**src/rtl/pcx_rle_palette_decoder_assert.svh**
```systemverilog
// Assertion macros for the PCX run-length palette decoder.
`ifndef PCX_RLE_PALETTE_DECODER_ASSERT_SVH
`define PCX_RLE_PALETTE_DECODER_ASSERT_SVH
`ifndef SYNTH
`define PCX_ASSERT(lbl, c, r, p) \
  lbl: assert property (@(posedge c) disable iff (!r) p) \
    else $error("pcx decoder assertion failed");
`define PCX_ASSERT_ALWAYS(lbl, c, p) \
  lbl: assert property (@(posedge c) p) \
    else $error("pcx decoder assertion failed");
`else
`define PCX_ASSERT(lbl, c, r, p)
`define PCX_ASSERT_ALWAYS(lbl, c, p)
`endif
`endif

```
**src/rtl/pcx_pkg.sv**
```systemverilog
// Shared types and constants of the PCX run-length palette decoder.
`default_nettype none
package pcx_pkg;

  localparam int CFG_W           = 13;
  localparam int COL_W           = 14;
  localparam int CNT_W           = 6;
  localparam int PALETTE_ENTRIES = 256;
  localparam int IDX_W           = 8;
  localparam int MAX_DIMENSION   = 4096;
  localparam int DIM_CAP         = (MAX_DIMENSION > (2**CFG_W - 1)) ? (2**CFG_W - 1)
                                                                     : MAX_DIMENSION;
  localparam logic [CFG_W-1:0] DIM_LIMIT = CFG_W'(DIM_CAP);

  localparam logic [1:0] RUN_MARK      = 2'b11;
  localparam logic       MODE_PALETTE  = 1'b0;
  localparam logic       MODE_IMAGE    = 1'b1;
  localparam logic [0:0] CFG_IDX_WIDTH  = 1'b0;
  localparam logic [0:0] CFG_IDX_HEIGHT = 1'b1;

  typedef enum logic [1:0] {
    COMP_R,
    COMP_G,
    COMP_B
  } comp_t;

  typedef struct packed {
    logic [5:0] r;
    logic [5:0] g;
    logic [5:0] b;
  } rgb_t;

  typedef struct packed {
    logic             valid;
    logic [CNT_W-1:0] count;
    logic             eoi;
  } emit_req_t;

endpackage
`default_nettype wire

```
**src/rtl/pcx_cmem.sv**
```systemverilog
// Colour table memory: one write port, one registered read port.
`default_nettype none
module pcx_cmem (
  input  wire logic                      clk,
  input  wire logic                      we,
  input  wire logic [pcx_pkg::IDX_W-1:0] waddr,
  input  wire pcx_pkg::rgb_t             wdata,
  input  wire logic                      re,
  input  wire logic [pcx_pkg::IDX_W-1:0] raddr,
  output pcx_pkg::rgb_t                  rdata
);
  import pcx_pkg::*;

  rgb_t mem [PALETTE_ENTRIES];
  rgb_t rdata_r;

  always_ff @(posedge clk) begin
    if (we) begin
      mem[waddr] <= wdata;
    end
  end

  always_ff @(posedge clk) begin
    if (re) begin
      rdata_r <= mem[raddr];
    end
  end

  assign rdata = rdata_r;

endmodule
`default_nettype wire

```
**src/rtl/pcx_ctrl.sv**
```systemverilog
// Palette fill, run decoding and image position tracking.
`default_nettype none
module pcx_ctrl (
  input  wire logic                      clk,
  input  wire logic                      rst_n,
  input  wire logic                      accept,
  input  wire logic                      mode,
  input  wire logic [7:0]                din,
  input  wire logic                      cfg_valid,
  output logic                           cfg_ready,
  input  wire logic [0:0]                cfg_index,
  input  wire logic [pcx_pkg::CFG_W-1:0] cfg_data,
  output logic                           mem_we,
  output logic [pcx_pkg::IDX_W-1:0]      mem_waddr,
  output pcx_pkg::rgb_t                  mem_wdata,
  output logic                           mem_re,
  output logic [pcx_pkg::IDX_W-1:0]      mem_raddr,
  output pcx_pkg::emit_req_t             req
);
  import pcx_pkg::*;

  logic [CFG_W-1:0] width_r, height_r;
  logic [IDX_W:0]   entry_r, entry_nxt;
  comp_t            comp_r, comp_nxt;
  logic [5:0]       r_stage_r, r_stage_nxt, g_stage_r, g_stage_nxt;
  logic             pend_r, pend_nxt;
  logic [CNT_W-1:0] cnt_r, cnt_nxt;
  logic [COL_W-1:0] col_r, col_nxt;
  logic [CFG_W-1:0] row_r, row_nxt;
  logic             done_r, done_nxt;

  logic [CFG_W-1:0] cw, ch;
  logic [COL_W-1:0] w_ext, stride, room, n_ext, add, col_sum, row_inc;
  logic [CNT_W-1:0] put_count, n;
  logic             in_row, wrap, eoi, image_dn, run_code;

  assign cfg_ready = 1'b1;

  always_ff @(posedge clk) begin
    if (!rst_n) begin
      width_r  <= CFG_W'(1);
      height_r <= CFG_W'(1);
    end else if (cfg_valid) begin
      case (cfg_index)
        CFG_IDX_WIDTH:  width_r  <= cfg_data;
        CFG_IDX_HEIGHT: height_r <= cfg_data;
        default: ;
      endcase
    end
  end

  assign cw       = (width_r > DIM_LIMIT) ? DIM_LIMIT : width_r;
  assign ch       = (height_r > DIM_LIMIT) ? DIM_LIMIT : height_r;
  assign w_ext    = {1'b0, cw};
  assign stride   = w_ext + {{(COL_W-1){1'b0}}, cw[0]};
  assign image_dn = done_r || (row_r >= ch);
  assign run_code = (din[7:6] == RUN_MARK);

  assign put_count = pend_r ? cnt_r : CNT_W'(1);
  assign in_row    = (col_r < w_ext);
  assign room      = w_ext - col_r;
  assign n         = !in_row ? '0 :
                     (({{(COL_W-CNT_W){1'b0}}, put_count} > room) ? room[CNT_W-1:0]
                                                                  : put_count);
  assign n_ext     = {{(COL_W-CNT_W){1'b0}}, n};
  assign add       = in_row ? n_ext : {{(COL_W-CNT_W){1'b0}}, put_count};
  assign col_sum   = col_r + add;
  assign wrap      = (col_sum >= stride);
  assign row_inc   = {1'b0, row_r} + COL_W'(1);
  assign eoi       = (row_inc == {1'b0, ch}) && ((col_r + n_ext) == w_ext);

  always_comb begin
    entry_nxt   = entry_r;
    comp_nxt    = comp_r;
    r_stage_nxt = r_stage_r;
    g_stage_nxt = g_stage_r;
    pend_nxt    = pend_r;
    cnt_nxt     = cnt_r;
    col_nxt     = col_r;
    row_nxt     = row_r;
    done_nxt    = done_r;
    mem_we      = 1'b0;
    mem_waddr   = entry_r[IDX_W-1:0];
    mem_wdata   = '0;
    mem_re      = 1'b0;
    mem_raddr   = din;
    req         = '0;
    if (accept) begin
      if (mode == MODE_PALETTE) begin
        if (!entry_r[IDX_W]) begin
          mem_we = 1'b1;
          case (comp_r)
            COMP_R: begin
              mem_wdata   = '{r: din[7:2], g: 6'd0, b: 6'd0};
              r_stage_nxt = din[7:2];
              comp_nxt    = COMP_G;
            end
            COMP_G: begin
              mem_wdata   = '{r: r_stage_r, g: din[7:2], b: 6'd0};
              g_stage_nxt = din[7:2];
              comp_nxt    = COMP_B;
            end
            COMP_B: begin
              mem_wdata = '{r: r_stage_r, g: g_stage_r, b: din[7:2]};
              comp_nxt  = COMP_R;
              entry_nxt = entry_r + (IDX_W+1)'(1);
            end
            default: begin
              mem_we   = 1'b0;
              comp_nxt = COMP_R;
            end
          endcase
        end
        pend_nxt = 1'b0;
        cnt_nxt  = '0;
        col_nxt  = '0;
        row_nxt  = '0;
        done_nxt = 1'b0;
      end else begin
        mem_re = 1'b1;
        if (image_dn) begin
          done_nxt = 1'b1;
        end else if (pend_r || !run_code) begin
          pend_nxt  = 1'b0;
          cnt_nxt   = '0;
          req.valid = (n != '0);
          req.count = n;
          req.eoi   = eoi;
          if (wrap) begin
            col_nxt = '0;
            row_nxt = row_inc[CFG_W-1:0];
            if (row_inc >= {1'b0, ch}) begin
              done_nxt = 1'b1;
            end
          end else begin
            col_nxt = col_sum;
          end
        end else begin
          pend_nxt = 1'b1;
          cnt_nxt  = din[CNT_W-1:0];
        end
      end
    end
  end

  always_ff @(posedge clk) begin
    if (!rst_n) begin
      entry_r <= '0;
      comp_r  <= COMP_R;
      pend_r  <= 1'b0;
      cnt_r   <= '0;
      col_r   <= '0;
      row_r   <= '0;
      done_r  <= 1'b0;
    end else begin
      entry_r <= entry_nxt;
      comp_r  <= comp_nxt;
      pend_r  <= pend_nxt;
      cnt_r   <= cnt_nxt;
      col_r   <= col_nxt;
      row_r   <= row_nxt;
      done_r  <= done_nxt;
    end
  end

  always_ff @(posedge clk) begin
    r_stage_r <= r_stage_nxt;
    g_stage_r <= g_stage_nxt;
  end

endmodule
`default_nettype wire

```
**src/rtl/pcx_emit.sv**
```systemverilog
// Pixel emitter: repeats the fetched colour for the run length.
`default_nettype none
`include "pcx_rle_palette_decoder_assert.svh"
module pcx_emit (
  input  wire logic               clk,
  input  wire logic               rst_n,
  input  wire pcx_pkg::emit_req_t req,
  input  wire pcx_pkg::rgb_t      rgb,
  output logic                    in_tready,
  output logic                    out_tvalid,
  input  wire logic               out_tready,
  output logic [23:0]             out_tdata,
  output logic                    out_tlast,
  output logic [0:0]              out_tuser
);
  import pcx_pkg::*;

  logic             out_tvalid_r;
  logic [CNT_W-1:0] emit_left_r;
  logic             eoi_r;
  logic             last;

  assign last      = (emit_left_r == CNT_W'(1));
  assign in_tready = !out_tvalid_r || (out_tready && last);

  always_ff @(posedge clk) begin
    if (!rst_n) begin
      out_tvalid_r <= 1'b0;
      emit_left_r  <= '0;
    end else if (req.valid) begin
      out_tvalid_r <= 1'b1;
      emit_left_r  <= req.count;
    end else if (out_tvalid_r && out_tready) begin
      if (last) begin
        out_tvalid_r <= 1'b0;
      end
      emit_left_r <= emit_left_r - CNT_W'(1);
    end
  end

  always_ff @(posedge clk) begin
    if (req.valid) begin
      eoi_r <= req.eoi;
    end
  end

  assign out_tvalid = out_tvalid_r;
  assign out_tdata  = {6'd0, rgb.b, rgb.g, rgb.r};
  assign out_tlast  = last;
  assign out_tuser  = eoi_r && last;

  `PCX_ASSERT(a_valid_has_count, clk, rst_n, out_tvalid_r |-> (emit_left_r != '0))
  `PCX_ASSERT(a_run_continues, clk, rst_n,
              (out_tvalid_r && out_tready && !last) |=> out_tvalid_r)
  `PCX_ASSERT(a_stall_holds_count, clk, rst_n,
              (out_tvalid_r && !out_tready) |=> $stable(emit_left_r))
  `PCX_ASSERT(a_req_when_ready, clk, rst_n, req.valid |-> in_tready)

endmodule
`default_nettype wire

```
**src/rtl/pcx_rle_palette_decoder.sv**
```systemverilog
// A pixel is offered in the cycle after the transfer of the byte that causes it.
// Throughput: literal and palette bytes one per cycle while the output is not stalled; a run
// colour byte holds the input until the output takes the last pixel of its run.
// The colour table memory is read once per image byte; its registered port feeds the output.
// Reset: synchronous active-low rst_n clears position, run, fill and output state.
// The colour table is not cleared; entries are defined once written by palette bytes.
`default_nettype none
module pcx_rle_palette_decoder (
  input  wire logic                      clk,
  input  wire logic                      rst_n,
  input  wire logic                      in_tvalid,
  output logic                           in_tready,
  input  wire logic [7:0]                in_tdata,   // [7:0] data_byte
  input  wire logic [0:0]                in_tuser,   // [0] mode
  output logic                           out_tvalid,
  input  wire logic                      out_tready,
  output logic [23:0]                    out_tdata,  // [5:0] red, [11:6] green, [17:12] blue
  output logic                           out_tlast,  // last_of_run
  output logic [0:0]                     out_tuser,  // [0] end_of_image
  input  wire logic                      cfg_valid,
  output logic                           cfg_ready,
  input  wire logic [0:0]                cfg_index,
  input  wire logic [pcx_pkg::CFG_W-1:0] cfg_data
);
  import pcx_pkg::*;

  logic             accept;
  logic             mem_we, mem_re;
  logic [IDX_W-1:0] mem_waddr, mem_raddr;
  rgb_t             mem_wdata, mem_rdata;
  emit_req_t        req;

  assign accept = in_tvalid && in_tready;

  pcx_ctrl u_ctrl (
    .clk       (clk),
    .rst_n     (rst_n),
    .accept    (accept),
    .mode      (in_tuser[0]),
    .din       (in_tdata),
    .cfg_valid (cfg_valid),
    .cfg_ready (cfg_ready),
    .cfg_index (cfg_index),
    .cfg_data  (cfg_data),
    .mem_we    (mem_we),
    .mem_waddr (mem_waddr),
    .mem_wdata (mem_wdata),
    .mem_re    (mem_re),
    .mem_raddr (mem_raddr),
    .req       (req)
  );

  pcx_cmem u_cmem (
    .clk   (clk),
    .we    (mem_we),
    .waddr (mem_waddr),
    .wdata (mem_wdata),
    .re    (mem_re),
    .raddr (mem_raddr),
    .rdata (mem_rdata)
  );

  pcx_emit u_emit (
    .clk        (clk),
    .rst_n      (rst_n),
    .req        (req),
    .rgb        (mem_rdata),
    .in_tready  (in_tready),
    .out_tvalid (out_tvalid),
    .out_tready (out_tready),
    .out_tdata  (out_tdata),
    .out_tlast  (out_tlast),
    .out_tuser  (out_tuser)
  );

endmodule
`default_nettype wire
```
**config.mk**
```make
export PLATFORM = sky130hd
export DESIGN_NAME = pcx_rle_palette_decoder
export DESIGN_NICKNAME = d
export VERILOG_FILES = /design/src/rtl/pcx_pkg.sv /design/src/rtl/pcx_cmem.sv /design/src/rtl/pcx_ctrl.sv /design/src/rtl/pcx_emit.sv /design/src/rtl/pcx_rle_palette_decoder.sv
export VERILOG_INCLUDE_DIRS = /design/src /design/src/rtl
export SDC_FILE = /design/constraint.sdc
export NUM_CORES = 2
export LEC_CHECK = 0
export BUFFER_PORTS_ARGS = -buffer_cell sky130_fd_sc_hd__buf_4
export CAP_MARGIN = 20
export CORE_MARGIN = 3
export CORE_UTILIZATION = 45
export DETAILED_ROUTE_END_ITERATION = 7
export SLEW_MARGIN = 20
export SYNTH_ARGS = -nofsm -noshare
export SYNTH_HDL_FRONTEND = slang
export SYNTH_MEMORY_MAX_BITS = 65536
export SYNTH_SLANG_ARGS = --single-unit
```
**constraint.sdc**
```tcl
create_clock -name clk -period 16.7 [get_ports clk]
set_input_delay 1.67 -clock clk [delete_from_list [all_inputs] [get_ports clk]]
set_output_delay 1.67 -clock clk [all_outputs]
set_load 0.1 [all_outputs]
```
==> reports/results.ini <==
[synthesis]
synth_simple_gate_area_share_pct=1.764
synth_top_family_by_area=multiplexers
synth_seq_cells=4718
syn_avg_cell_area_sq_um=23.34
synth_edf_count=4639
synth-compound-area-share_pct=0.9226
syn-cell-area_sq_um=183600
synth_async_sr_flop_share_pct=0
seq_area_frac_synth_pct=76.72
synth_cell_type_count=70
yosys.area_share.adder_pct=0.5642
netlist_instances=7867
ys_warn_count=0
synthMuxAreaShare_pct=18.65
synth-xor-area-share_pct=0.3005
ys.flop_type=edfxtp_1

[global_routing]
grt_pass1_vias=87680
grtUsageMet3_pct=4.088
overflow=0
grt_max_degree=225
grt.total_usage_pct=22.60
antenna_found_initial=27
grt_pass1_wl_microns=670500
busiest_layer=met2
grt.met1_usage_pct=32.68
grt_use_met2_pct=35.92

[pwr]
p_per_area_nw_per_um2=116.3
p_leak_uw=0.05817
ir_drop_v=0.00009331

[timing]
rsz0062_at_grt=no
worst_slew_pin_slew_ps=1149
fmax_mhz=107.1
tns_ps=0
finalMaxSlewViolations=0
fin_skew_ps=85.19
timing.final.ws_setup_ps=7364
finalHoldViolCount=0
setup_viol=0
period_minus_slack_ps=9336
relSlewSlack_pct=23.42
fin_crit_sh_pct=55.91

[clocking]
hold_buffers=0
cts_setup_buffers=0
clk_path_buf_depth=4
ctsResizeCount=0
cts_num_sinks=4718
cts.clk_slew.worst_paths_ps=60
clk_latency_ps=980
htreeDepth=5
cts_tree=yes
cts_inserted_buffers=470
clock_tree.root_cell=clkbuf_16

[min_path]
min_path_type=reg -> reg

[setup_path]
crit_slowest_cell=nor2b_1
path_max_fanout=21
crit_path_end_kind=flip-flop
crit_family=compound AO/OA/AOI/OAI gates
start_kind=flip-flop
critical_path_buf_inv_count=3
path_class=reg -> reg
max_stage_delay_ps=850
cp.required_ps=17540
cp.arrival_ps=10180

[drt]
first_pass_iters=6
drt-total-wl_microns=470700
ant_nets=0
wl_per_cell_microns=33.43
drt_iter0_drc=10650
vias=86050
drc=0
vias_per_cell=6.112

[outcome]
outcome=complete, no violations

[floorplanning]
initial_utilization_pct=45.38
io_pins=57
row_count=233
die_w_microns=644.8
coreArea_sq_um=404600
die_area_sq_um=415800
die_height_microns=644.8

[placed_design]
portBuffers=49
place.detailed.hpwl_microns=262300
gp_congestion=0.8039
dp_slack_ps=7196

[cells_and_area]
final_common_cell=edfxtp_1
layout.nets=8373
multiInputGateArea_sq_um=42020
drive_gt1_share_pct=32.63
layout_common_cells=edfxtp_1 (4639), mux4_2 (1512), clkbuf_16 (480), buf_4 (317), nand2_1 (164)
fillers=31280
synthToLayoutAreaGrowth_pct=13.17
ff_latch_area_sq_um=140900

[flow_run]
maxCapViolations=0

## worst register-to-register path, delay by kind of cell, from the launching register on
family                   cells  cell delay, ps
AND/OR/NAND/NOR             11            2410
multiplexers                 1             420
XOR/XNOR                     2             630
adder cells (fa/ha/maj)      4            1490
buffers and inverters        3             640
flip-flops                   1             780
AO/OA/AOI/OAI               15            2930
## path summary, 6_finish.rpt
kind / from / slack, ps / end / cells past startpoint
worst max-delay path: u_ctrl.width_r[12] / 7360 / u_ctrl.col_r[9] / 36
worst min-delay path: u_ctrl.height_r[3] / 470 / u_ctrl.height_r[3] / 2
worst max register to register: u_ctrl.width_r[12] / 7360 / u_ctrl.col_r[9] / 36
worst min register to register: u_ctrl.height_r[3] / 470 / u_ctrl.height_r[3] / 2
## cell type report
cell class | instances | share of cell area, %
Sequential cell | 4718 | 67.79
Clock inverter | 285 | 1.151
Multi-Input combinational cell | 2671 | 20.22
Inverter | 50 | 0.09031
Timing Repair Buffer | 353 | 1.480
Clock buffer | 586 | 6.000
Antenna cell | 12 | 0.01445
Tap cell | 5405 | 3.254
## synth_stat cells, types with 18 or more instances
master	n	share of area, %
a21oi_1	82	0.22
o21ai_0	25	0.068
xnor2_1	35	0.17
mux4_2	1512	19
a22oi_1	51	0.21
nor2b_1	26	0.089
clkbuf_1	286	0.58
dfxtp_1	79	0.86
nor2_1	356	0.73
edfxtp_1	4639	76
nand2_1	179	0.37
xor2_1	28	0.13
nand3_1	52	0.14
nand2b_1	18	0.061
inv_1	49	0.10
ha_1	78	0.53
buf_1	45	0.092
buf_2	94	0.26
nor3_1	18	0.049
a21o_1	23	0.094
## stage by stage
| step | power [uW] | cell area [sq um] | instances | utilization (%) | hold WS, ps |
|---|---|---|---|---|---|
| after global routing | 24870 | 207800 | 14070 | 51.35 | 492.8 |
| after detailed placement | 14190 | 192700 | 13190 | 47.62 | 459.6 |
| after floorplan | 13870 | 183700 | 7873 | - | 432.8 |
| after global placement | 14180 | 192600 | 13190 | 47.61 | 451.2 |
| final | 24170 | 207800 | 14080 | 51.36 | 470.0 |
| after CTS | 24340 | 207600 | 14060 | 51.29 | 469.6 |
## logic make-up (layout without fill, tap and decap cells)
group / after synthesis / in the layout
DFF: 4718 / 4718
muxes: 1531 / 1531
and+or+nand+nor: 733 / 733
buffers and inverters: 484 / 1274
AOI/OAI and AO/OA: 255 / 255
adders and majority gates: 81 / 81
xor gates and xnor gates: 63 / 63
other: 2 / 20
## flip-flops by register name (all words and copies together), names as in the netlist, 9 cells and up
register and count:
u_ctrl.row_r 13, u_cmem.rdata 18, u_ctrl.entry_r 9, u_ctrl.width_r 13, u_cmem.mem 4608, u_ctrl.col_r 14, u_ctrl.height_r 13
## power breakdown
group          switching [uW]  internal [uW]
Sequential               14.2          12900
Combinational             624            356
Clock                    4400           5840
## routing by layer
metal | vias to the layer above | wire, microns
met4 | 0 | 12580
met1 | 47210 | 192700
met5 | - | 0
met2 | 3765 | 226900
met3 | 616 | 38560
li1 | 34460 | -
No activity file was read; power rests on OpenSTA's default activity.
